===== src/sv/olie_pkg.sv =====
// ----------------------------------------------------------------------------
// olie_pkg
// Request codes, status codes, FSM states and the cell control word of the ordered list
// insert engine.
// ----------------------------------------------------------------------------
package olie_pkg;

  typedef enum logic [2:0] {
    OP_CLEAR = 3'd0,
    OP_HEAD  = 3'd1,
    OP_TAIL  = 3'd2,
    OP_POS   = 3'd3,
    OP_KEY   = 3'd4,
    OP_READ  = 3'd5
  } op_t;

  typedef enum logic [1:0] {
    ST_DONE   = 2'd0,
    ST_NOPOS  = 2'd1,
    ST_FULL   = 2'd2,
    ST_BADIDX = 2'd3
  } status_t;

  typedef enum logic {
    S_IDLE = 1'b0,
    S_EXEC = 1'b1
  } fsm_t;

  typedef struct packed {
    logic        capture;
    logic        commit;
    logic        key_mode;
    logic [31:0] key;
    logic [31:0] ins_value;
  } cell_ctl_t;

endpackage


===== src/sv/olie_cell.sv =====
// ----------------------------------------------------------------------------
// olie_cell
// One list slot: holds an entry, matches it against the key, passes the
// insert boundary and read data to its right neighbor and shifts on insert.
// ----------------------------------------------------------------------------
module olie_cell #(
  parameter int CAPACITY = 64,
  parameter int INDEX    = 0,
  localparam int CW      = $clog2(CAPACITY + 1)
) (
  input  logic                clk,
  input  olie_pkg::cell_ctl_t ctl,
  input  logic [CW-1:0]       idx,
  input  logic [CW-1:0]       count,
  input  logic                ge_in,
  input  logic [31:0]         left_value,
  input  logic [31:0]         rd_in,
  output logic                ge_out,
  output logic [31:0]         value_out,
  output logic [31:0]         rd_out
);

  logic [31:0] value;
  logic        match;
  logic        pos_hit;
  logic        held;
  logic        mark;

  assign pos_hit   = (CW'(INDEX) == idx);
  assign held      = (CW'(INDEX) < count);
  assign mark      = ctl.key_mode ? (match && held) : pos_hit;
  assign ge_out    = ge_in | mark;
  assign rd_out    = rd_in | (pos_hit ? value : 32'd0);
  assign value_out = value;

  always_ff @(posedge clk) begin
    if (ctl.capture) begin
      match <= (value == ctl.key);
    end
    if (ctl.commit && ge_out) begin
      value <= ge_in ? left_value : ctl.ins_value;
    end
  end

endmodule


===== config.mk =====
export PLATFORM = sky130hd
export DESIGN_NAME = olie_cell
export DESIGN_NICKNAME = d
export VERILOG_FILES = /design/src/sv/olie_pkg.sv /design/src/sv/olie_cell.sv
export SDC_FILE = /design/constraint.sdc
export NUM_CORES = 1
export LEC_CHECK = 0
export ABC_AREA = 1
export CAP_MARGIN = 20
export CORE_ASPECT_RATIO = 1.5
export CORE_MARGIN = 3
export CORE_UTILIZATION = 40
export CTS_CLUSTER_SIZE = 12
export DETAILED_ROUTE_END_ITERATION = 8
export DONT_BUFFER_PORTS = 1
export GPL_TIMING_DRIVEN = 0
export PLACE_DENSITY = 0.66
export SLEW_MARGIN = 25
export SYNTH_ARGS = -nofsm -noshare
export SYNTH_HDL_FRONTEND = slang
export SYNTH_SLANG_ARGS = --single-unit

===== constraint.sdc =====
create_clock -name clk -period 4.7 [get_ports clk]
set_input_delay 0.235 -clock clk [delete_from_list [all_inputs] [get_ports clk]]
set_output_delay 0.235 -clock clk [all_outputs]
set_load 0.02 [all_outputs]

==> results of run 1 <==
## cell usage after synthesis, drive strengths merged
| cell type | n | area share (%) |
|---|---|---|
| buf | 4 | 1.6 |
| nand2 | 197 | 29 |
| nor2 | 25 | 3.7 |
| xor2 | 3 | 1.0 |
| inv | 61 | 9.0 |
| and2 | 1 | 0.25 |
| edfxtp | 33 | 39 |
| clkbuf | 6 | 0.88 |
| a31o | 3 | 1.0 |
| nor3 | 2 | 0.83 |
| o21bai | 29 | 13 |
| nand3 | 2 | 0.39 |
| nand3b | 1 | 0.29 |
## per-stage QoR
stage                     setup WS, ps  power (mW)
after floorplan                   2790       0.495
after global placement            2320       0.519
after detailed placement          2690       0.522
after CTS                         3000       0.718
after global routing              2880       0.751
final                             3050       0.708
## layout make-up
type                       count  area (sq um)  area share [%]
clock buffer                   6          72.6            2.67
clock inverter                 1          3.75           0.138
multi-input combinational    263          1260            46.5
inverter                      61           229            8.43
tap                           74          92.6            3.41
sequential                    33           991            36.5
buffer                        10          63.8            2.35
## cells by family (layout without fill, tap and decap cells)
kind of cell,Yosys count,in the layout,synth area share [%]
AOI/OAI and AO/OA,32,32,14.0
DFF,33,33,38.9
and+or+nand+nor,228,228,34.6
buffers and inverters,71,78,11.5
xor gates and xnor gates,3,3,1.03
## registers in the layout, indices dropped and copies added, names as in the netlist
signal     flops
match          1
value_out     32
## worst reg2reg max path, cell delays in order (launching register included)
cell and delay, ps:
edfxtp_1 320, nand2_1 40, inv_1 40, nand2_1 40, nand3_1 210, nand2_1 100
inv_2 510
## per-layer routing
| layer | up-vias | GRT usage, % | wire length [um] |
|---|---|---|---|
| met5 | - | 0 | 0 |
| met4 | 0 | 6.05 | 130 |
| met3 | 9 | 5.63 | 593 |
| met2 | 124 | 33.4 | 3870 |
| met1 | 946 | 18.7 | 2310 |
| li1 | 1116 | - | - |
## worst paths after layout
kind	startpoint	to	slack, ps	cells past startpoint
worst max-delay path	match	value_out[19]	3050	6
worst min-delay path	ctl[66]	match	70	0
worst max register to register	match	value_out[19]	3050	6
worst min register to register	value_out[1]	match	1010	7
## power groups by stage
stage	Clock [mW]	Combinational (mW)	Sequential, mW
after floorplan	0	0.112	0.383
after global placement	0	0.131	0.388
after detailed placement	0	0.134	0.388
after CTS	0.202	0.134	0.382
after global routing	0.218	0.150	0.383
final	0.195	0.131	0.382
==> flow_metrics.tcl, run 1 <==
set metrics [dict create \
    syn_to_final_growth_pct 6.63 \
    post-route-period-util_pct 35.2 \
    critPathRequiredTime_ps 4600 \
    rows 35 \
    grt.total_usage_pct 18.1 \
    antenna_found_initial 0 \
    dieArea_sq_mm 0.00738 \
    mostFrequentLayoutCell "nand2_1" \
    status "finished clean" \
    htreeDepth 2 \
    cp-end-kind "register" \
    cp_slowest_cell "inv_2" \
    grt_pass1_vias 2089 \
    min_path_type "input pin to register" \
    layoutNonFillerInstCount 448 \
    ys_warn_count 0 \
    cap_violations 0 \
    postRouteAntennaNets 0 \
    postCtsHoldBufs 0 \
    clk_latency_ps 270 \
    leakagePower_nw 1.43 \
    syn_inst 367 \
    grt_overflow 0 \
    avgRoutedWirePerCell_um 15.4 \
    via_per_inst 4.90 \
    power_frac_comb_pct 18.6 \
    layout_common_cells "nand2_1, inv_1, edfxtp_1, nor2_1, o21bai_1" \
    utilization_pct 44.0 \
    fin_nets 521 \
    criticalPathCategory "register to register" \
    synth.avg_cell_area_sq_um 6.94 \
    drtIter0Drc 90 \
    grt_pass1_wl_um 10200 \
    setup_tns_ps 0 \
    via_count 2195 \
    yosysSeqAreaShare_pct 38.9 \
    fillerInstances 643 \
    setup_viol 0 \
    die_x_um 71.2 \
    cts_tree "yes" \
    clock_power_share_pct 27.5 \
    hpwl_um 5860 \
    clkSinkCount 33 \
    irDropWorstVdd_mv 0.162 \
    max_stage_delay_ps 510 \
    worstPathArrival_ps 1560 \
    hold_slack_ps 65.1 \
    cts_setup_buffers 0 \
    syn_nets 514 \
    drive_above_1_share_pct 6.68 \
    place_inst 441 \
    numCtsBuffers 5 \
    ios 212 \
    start_util_pct 41.3 \
    start_kind "register" \
    worst_pin_slew_ps 675 \
    post_cts_resized 0 \
    globalplace.congestion 0.790 \
    path_cells "nand2_1 > inv_1 > nand2_1 > nand3_1 > nand2_1 > inv_2" \
    ys_types 18 \
    pwr_density_cell_mw_per_mm2 261 \
    final_max_slew_viol_count 0 \
    die_h_um 104 \
    firstDrtPassIters 4 \
    netlist_area_sq_mm 0.00255 \
    path_buf_inv 2 \
    cpLargestDelayFamily "buffers and inverters" \
    period_needed_ps 1650 \
    crit_top_cell "nand2_1" \
    finalWirelength_um 6910 \
    swShare_pct 30.3 \
    slew_headroom_pct 55.0 \
    antenna_cells 0 \
    rsz0062_at_grt "false" \
    hold_violations 0 \
    fin_skew_ps 7.26 \
    p_int_mw 0.493 \
    clkTransAtPathRegs_ps 60 \
    ys_ff_latch 33 \
    drc 0 \
    placeableCoreArea_sq_mm 0.00617 \
    place_area_sq_mm 0.00264 \
    p_seq_share_pct 53.9 \
    port_buffers 0 \
    cts_buffer_depth 2 \
    finalInstanceArea_sq_mm 0.00272 \
    worstPathMaxFanout 32 \
    root_buffer "clkbuf_8" \
    max_freq_mhz 604 \
    grt_max_degree 33 \
    p_switching_mw 0.215 \
]
No activity file was read; power rests on OpenSTA's default activity.
==> run 2: changes to the inputs <==
==> constraint.sdc (replaced) <==
create_clock -name clk -period 1.7 [get_ports clk]
set_input_delay 0.085 -clock clk [delete_from_list [all_inputs] [get_ports clk]]
set_output_delay 0.085 -clock clk [all_outputs]
set_load 0.02 [all_outputs]
==> run 2 against run 1 <==
Critical path depth stayed put. First-iteration DRC count is 83% higher. Core utilization is 10 points higher. Clock skew is 3.6 ps higher. Final area is 23% higher. Worst hold slack worse by 56 ps. Sequential cell count stayed put.
==> flow_metrics.tcl, run 2 (synthesis gave the netlist of run 1 again) <==
set metrics [dict create \
    rows 35 \
    grt_pass1_vias 2563 \
    leakagePower_nw 1.69 \
    swShare_pct 30.1 \
    grt.total_usage_pct 21.1 \
    worstHoldStart "ctl[23]" \
    path_cells "clkbuf_1 > inv_1 > clkbuf_1 > nand2_1 > nand2_1 > dlygate4sd3_1" \
    mostFrequentLayoutCell "nand2_1" \
    clock_power_share_pct 25.9 \
    drtIter0Drc 165 \
    avgRoutedWirePerCell_um 15.7 \
    p_int_mw 1.48 \
    antenna_found_initial 0 \
    final_max_slew_viol_count 0 \
    pre_cts_slack_ps -439 \
    slew_headroom_pct 64.6 \
    max_stage_delay_ps 560 \
    grt_overflow 0 \
    ios 212 \
    min_path_type "input pin to register" \
    rr_startpoint "match" \
    min_path_cells 2 \
    die_h_um 104 \
    critPathRequiredTime_ps 1730 \
    irDropWorstVdd_mv 0.557 \
    criticalPathCategory "input pin to register" \
    r2r-end "value_out[30]" \
    root_buffer "clkbuf_8" \
    finalWirelength_um 7990 \
    worst_pin_slew_ps 530 \
    p_seq_share_pct 49.8 \
    max_freq_mhz 638 \
    post-route-period-util_pct 92.1 \
    status "finished clean" \
    r2r_slack_ps 150 \
    hpwl_um 5910 \
    largest_register_ffs 32 \
    cpLargestDelayFamily "buffers and inverters" \
    p_switching_mw 0.638 \
    firstDrtPassIters 4 \
    power_frac_comb_pct 24.3 \
    cap_violations 0 \
    rsz0062_at_grt "false" \
    cp_slowest_cell "dlygate4sd3_1" \
    setup_ws_ps 134 \
    clkSinkCount 33 \
    cts_tree "yes" \
    clkTransAtPathRegs_ps 70 \
    syn_to_final_growth_pct 31.0 \
    start_kind "input pin" \
    pwr_density_cell_mw_per_mm2 635 \
    worstPathMaxFanout 10 \
    layout_common_cells "nand2_1, inv_1, dlygate4sd3_1, edfxtp_1, nor2_1" \
    dieArea_sq_mm 0.00738 \
    worstPathArrival_ps 1600 \
    hold_end "value_out[23]" \
    path_buf_inv 4 \
    htreeDepth 2 \
    die_x_um 71.2 \
    period_needed_ps 1570 \
    hold_violations 0 \
    setup_tns_ps 0 \
    setup_viol 0 \
    numCtsBuffers 5 \
    grt_pass1_wl_um 12000 \
    port_buffers 0 \
    drc 0 \
    start_util_pct 41.3 \
    finalPower_mw 2.12 \
    cp-end-kind "register" \
    via_count 2524 \
    clk_latency_ps 280 \
    r2r_cells 7 \
    globalplace.congestion 0.880 \
    via_per_inst 4.97 \
    grt_max_degree 17 \
    antenna_cells 0 \
    fin_skew_ps 10.9 \
    fin_nets 581 \
    placeableCoreArea_sq_mm 0.00617 \
    postRouteAntennaNets 0 \
    drive_above_1_share_pct 6.91 \
    cts_buffer_depth 2 \
]
==> run 2: through the flow <==
step | cells | area, sq um | utilization [%] | hold WS [ps]
5_1_grt | 508 | 3340 | 54.1 | 4.16
3_5_place_dp | 441 | 2640 | 42.8 | 198
6_report | 508 | 3340 | 54.1 | 9.43
3_3_place_gp | 441 | 2640 | 42.8 | 198
2_1_floorplan | 367 | 2550 | - | 197
4_1_cts | 505 | 3310 | 53.5 | 0.366
==> run 2: what timing repair did <==
action	4_1_cts	5_1_grt
endpoints found under the setup margin	32	22
gates cloned	1	0
buffers inserted	3	0
hold buffers	53	3
resized for setup	1	1
hold endpoints to repair	28	2
==> run 2: worst max path at each step <==
stage,from,to,slack [ps],depth (start not counted)
after CTS,match,value_out[30],50,7
final,ge_in,value_out[12],130,6
after global routing,ge_in,value_out[14],50,6
after floorplan,match,value_out[0],20,6
after detailed placement,ge_in,value_out[22],-440,5
after global placement,count[2],value_out[29],-460,6
==> run 2: per-layer routing <==
metal / vias up / GRT usage [%] / share of wire (%) / wire [um]
met4: 0 / 8.60 / 2.9 / 228
met5: - / 0 / 0 / 0
li1: 1238 / - / - / -
met1: 1114 / 20.5 / 34 / 2690
met3: 23 / 6.60 / 8.5 / 681
met2: 149 / 39.7 / 55 / 4390
==> run 2: cell type report <==
class	instances	area (sq um)
Inverter	61	233
Clock inverter	1	3.75
Tap cell	74	92.6
Fill cell	572	2840
Timing Repair inverter	1	7.51
Multi-Input combinational cell	263	1270
Clock buffer	6	72.6
Buffer	10	63.8
Sequential cell	33	991
Timing Repair Buffer	59	608
==> run 2: power by group through the flow <==
| stage | logic (mW) | clock network (mW) | registers (mW) |
|---|---|---|---|
| 2_1_floorplan | 0.311 | 0 | 1.06 |
| 5_1_grt | 0.569 | 0.609 | 1.06 |
| 3_5_place_dp | 0.370 | 0 | 1.07 |
| 6_report | 0.515 | 0.550 | 1.05 |
| 4_1_cts | 0.505 | 0.568 | 1.05 |
| 3_3_place_gp | 0.363 | 0 | 1.07 |
==> run 3: changes to the inputs <==
--- a/config.mk
+++ b/config.mk
@@ -14,8 +14,9 @@
 export DETAILED_ROUTE_END_ITERATION = 8
 export DONT_BUFFER_PORTS = 1
 export GPL_TIMING_DRIVEN = 0
-export PLACE_DENSITY = 0.66
+export PLACE_DENSITY = 0.54
 export SLEW_MARGIN = 25
 export SYNTH_ARGS = -nofsm -noshare
 export SYNTH_HDL_FRONTEND = slang
 export SYNTH_SLANG_ARGS = --single-unit
+export TNS_END_PERCENT = 20
==> constraint.sdc (replaced) <==
create_clock -name clk -period 1.6 [get_ports clk]
set_input_delay 0.08 -clock clk [delete_from_list [all_inputs] [get_ports clk]]
set_output_delay 0.08 -clock clk [all_outputs]
set_load 0.02 [all_outputs]
==> run 3 against run 2 <==
Worst hold slack lost 3.4 ps. Global-route usage shrank 1.4 points. Setup slack lost 18 ps. Combinational power grew 4.5%. Non-clock buffer count shrank 1. Sequential power grew 7%. Sequential share of layout area is essentially flat. Final area grew 0.11%. Clock-buffer cell count shrank 1. Cell count grew 0.20%. Critical endpoint is now value_out[20]. Highest routed layer unchanged.
==> flow_metrics.tcl, run 3 (synthesis gave the netlist of run 1 again) <==
set metrics [dict create \
    pre_cts_slack_ps -319 \
    htreeDepth 2 \
    syn_to_final_growth_pct 31.2 \
    firstDrtPassIters 4 \
    globalplace.congestion 0.800 \
    mostFrequentLayoutCell "nand2_1" \
    die_x_um 71.2 \
    period_needed_ps 1480 \
    avgRoutedWirePerCell_um 14.8 \
    p_int_mw 1.57 \
    hold_violations 0 \
    leakagePower_nw 1.69 \
    setup_viol 0 \
    start_kind "register" \
    swShare_pct 30.0 \
    drive_above_1_share_pct 7.14 \
    fin_skew_ps 9.97 \
    place_inst 441 \
    grt_pass1_vias 2364 \
    postRouteAntennaNets 0 \
    rr_startpoint "match" \
    clk_latency_ps 280 \
    power_frac_comb_pct 24.0 \
    grt_overflow 0 \
    irDropWorstVdd_mv 0.465 \
    root_buffer "clkbuf_8" \
    pwr_density_cell_mw_per_mm2 671 \
    hold_end "value_out[25]" \
    cp-end-kind "register" \
    grt_pass1_wl_um 11400 \
    start_util_pct 41.3 \
    port_buffers 0 \
    slew_headroom_pct 66.1 \
    place_area_sq_mm 0.00265 \
    layoutNonFillerInstCount 509 \
    rsz0062_at_grt "false" \
    hpwl_um 5710 \
    p_switching_mw 0.673 \
    setup_ws_ps 115 \
    worstPathMaxFanout 16 \
    grtUsageMet1_pct 20.5 \
    grt-busiest-layer "met2" \
    hold_slack_ps 6.00 \
    post-route-period-util_pct 92.8 \
    via_per_inst 4.77 \
    fin_nets 580 \
    grt.total_usage_pct 19.7 \
    final_max_slew_viol_count 0 \
    cts_buffer_depth 2 \
    antenna_found_initial 1 \
    worstHoldStart "left_value[25]" \
    finalInstanceArea_sq_mm 0.00334 \
    worstPathArrival_ps 1520 \
    finalPower_mw 2.24 \
    layout_common_cells "nand2_1, inv_1, dlygate4sd3_1, edfxtp_1, nor2_1" \
    largest_register_ffs 32 \
    via_count 2429 \
    min_path_type "input pin to register" \
    die_h_um 104 \
    r2r_cells 7 \
    drc 0 \
    met3_usage_pct 5.24 \
    r2r_slack_ps 120 \
    numCtsBuffers 5 \
    rows 35 \
    critPathRequiredTime_ps 1640 \
    r2r-end "value_out[20]" \
    max_freq_mhz 674 \
    dieArea_sq_mm 0.00738 \
    worst_pin_slew_ps 508 \
    clkTransAtPathRegs_ps 60 \
    utilization_pct 54.1 \
    drtIter0Drc 124 \
    clkSinkCount 33 \
    cts_tree "yes" \
    grt_max_degree 17 \
    clock_power_share_pct 26.1 \
    ios 212 \
    criticalPathCategory "register to register" \
    met2_usage_pct 37.4 \
    finalWirelength_um 7540 \
    p_seq_share_pct 50.0 \
    placeableCoreArea_sq_mm 0.00617 \
    min_path_cells 2 \
    cap_violations 0 \
    setup_tns_ps 0 \
    status "finished clean" \
]
==> run 3: cell count changes in the layout (fill, tap and decap cells not counted), sizes merged <==
cell    before  now
diode        0    1
clkinv       1    3
buf          7    6
clkbuf      12   11
==> run 3: critical path, stage by stage (launching register included) <==
cell	delay [ps]
edfxtp_1	360
nand2_1	60
inv_1	30
nand2_1	60
nand3_2	140
nand2_1	250
clkinvlp_4	150
buf_12	170
==> run 3: final cells by class <==
class	instances	area, sq um
inverter	61	233
timing repair buffer	58	601
clock buffer	5	68.8
multi-input combinational	263	1270
fill	614	2830
buffer	10	65.1
timing repair inverter	1	7.51
antenna	1	2.50
tap	74	92.6
clock inverter	3	12.5
sequential	33	991
==> run 3: metal layers <==
layer  wire length, um  vias up
met5                 0        -
met4                63        0
met3               585        5
met2              4220      110
met1              2670     1076
li1                  -     1238
==> run 3: power by group through the flow <==
stage / registers (mW) / logic, mW / clock network (mW)
after global placement: 1.14 / 0.386 / 0
after CTS: 1.12 / 0.541 / 0.608
final: 1.12 / 0.538 / 0.584
after global routing: 1.13 / 0.603 / 0.645
after detailed placement: 1.14 / 0.391 / 0
after floorplan: 1.13 / 0.331 / 0
==> run 3: worst max path at each step <==
stage | start | to | slack [ps] | depth (start not counted)
floorplan | match | value_out[0] | 10 | 6
global placement | match | value_out[15] | -330 | 6
detailed placement | ge_in | value_out[14] | -320 | 5
CTS | match | value_out[20] | 90 | 7
global route | match | value_out[20] | 10 | 7
finish | match | value_out[20] | 120 | 7
==> run 3: what timing repair did <==
action,4_1_cts,5_1_grt
setup buffers,2,0
hold buffers,56,0
gates cloned,1,0
setup endpoints to repair,32,4
endpoints found under the hold margin,30,0
resized for setup,1,2
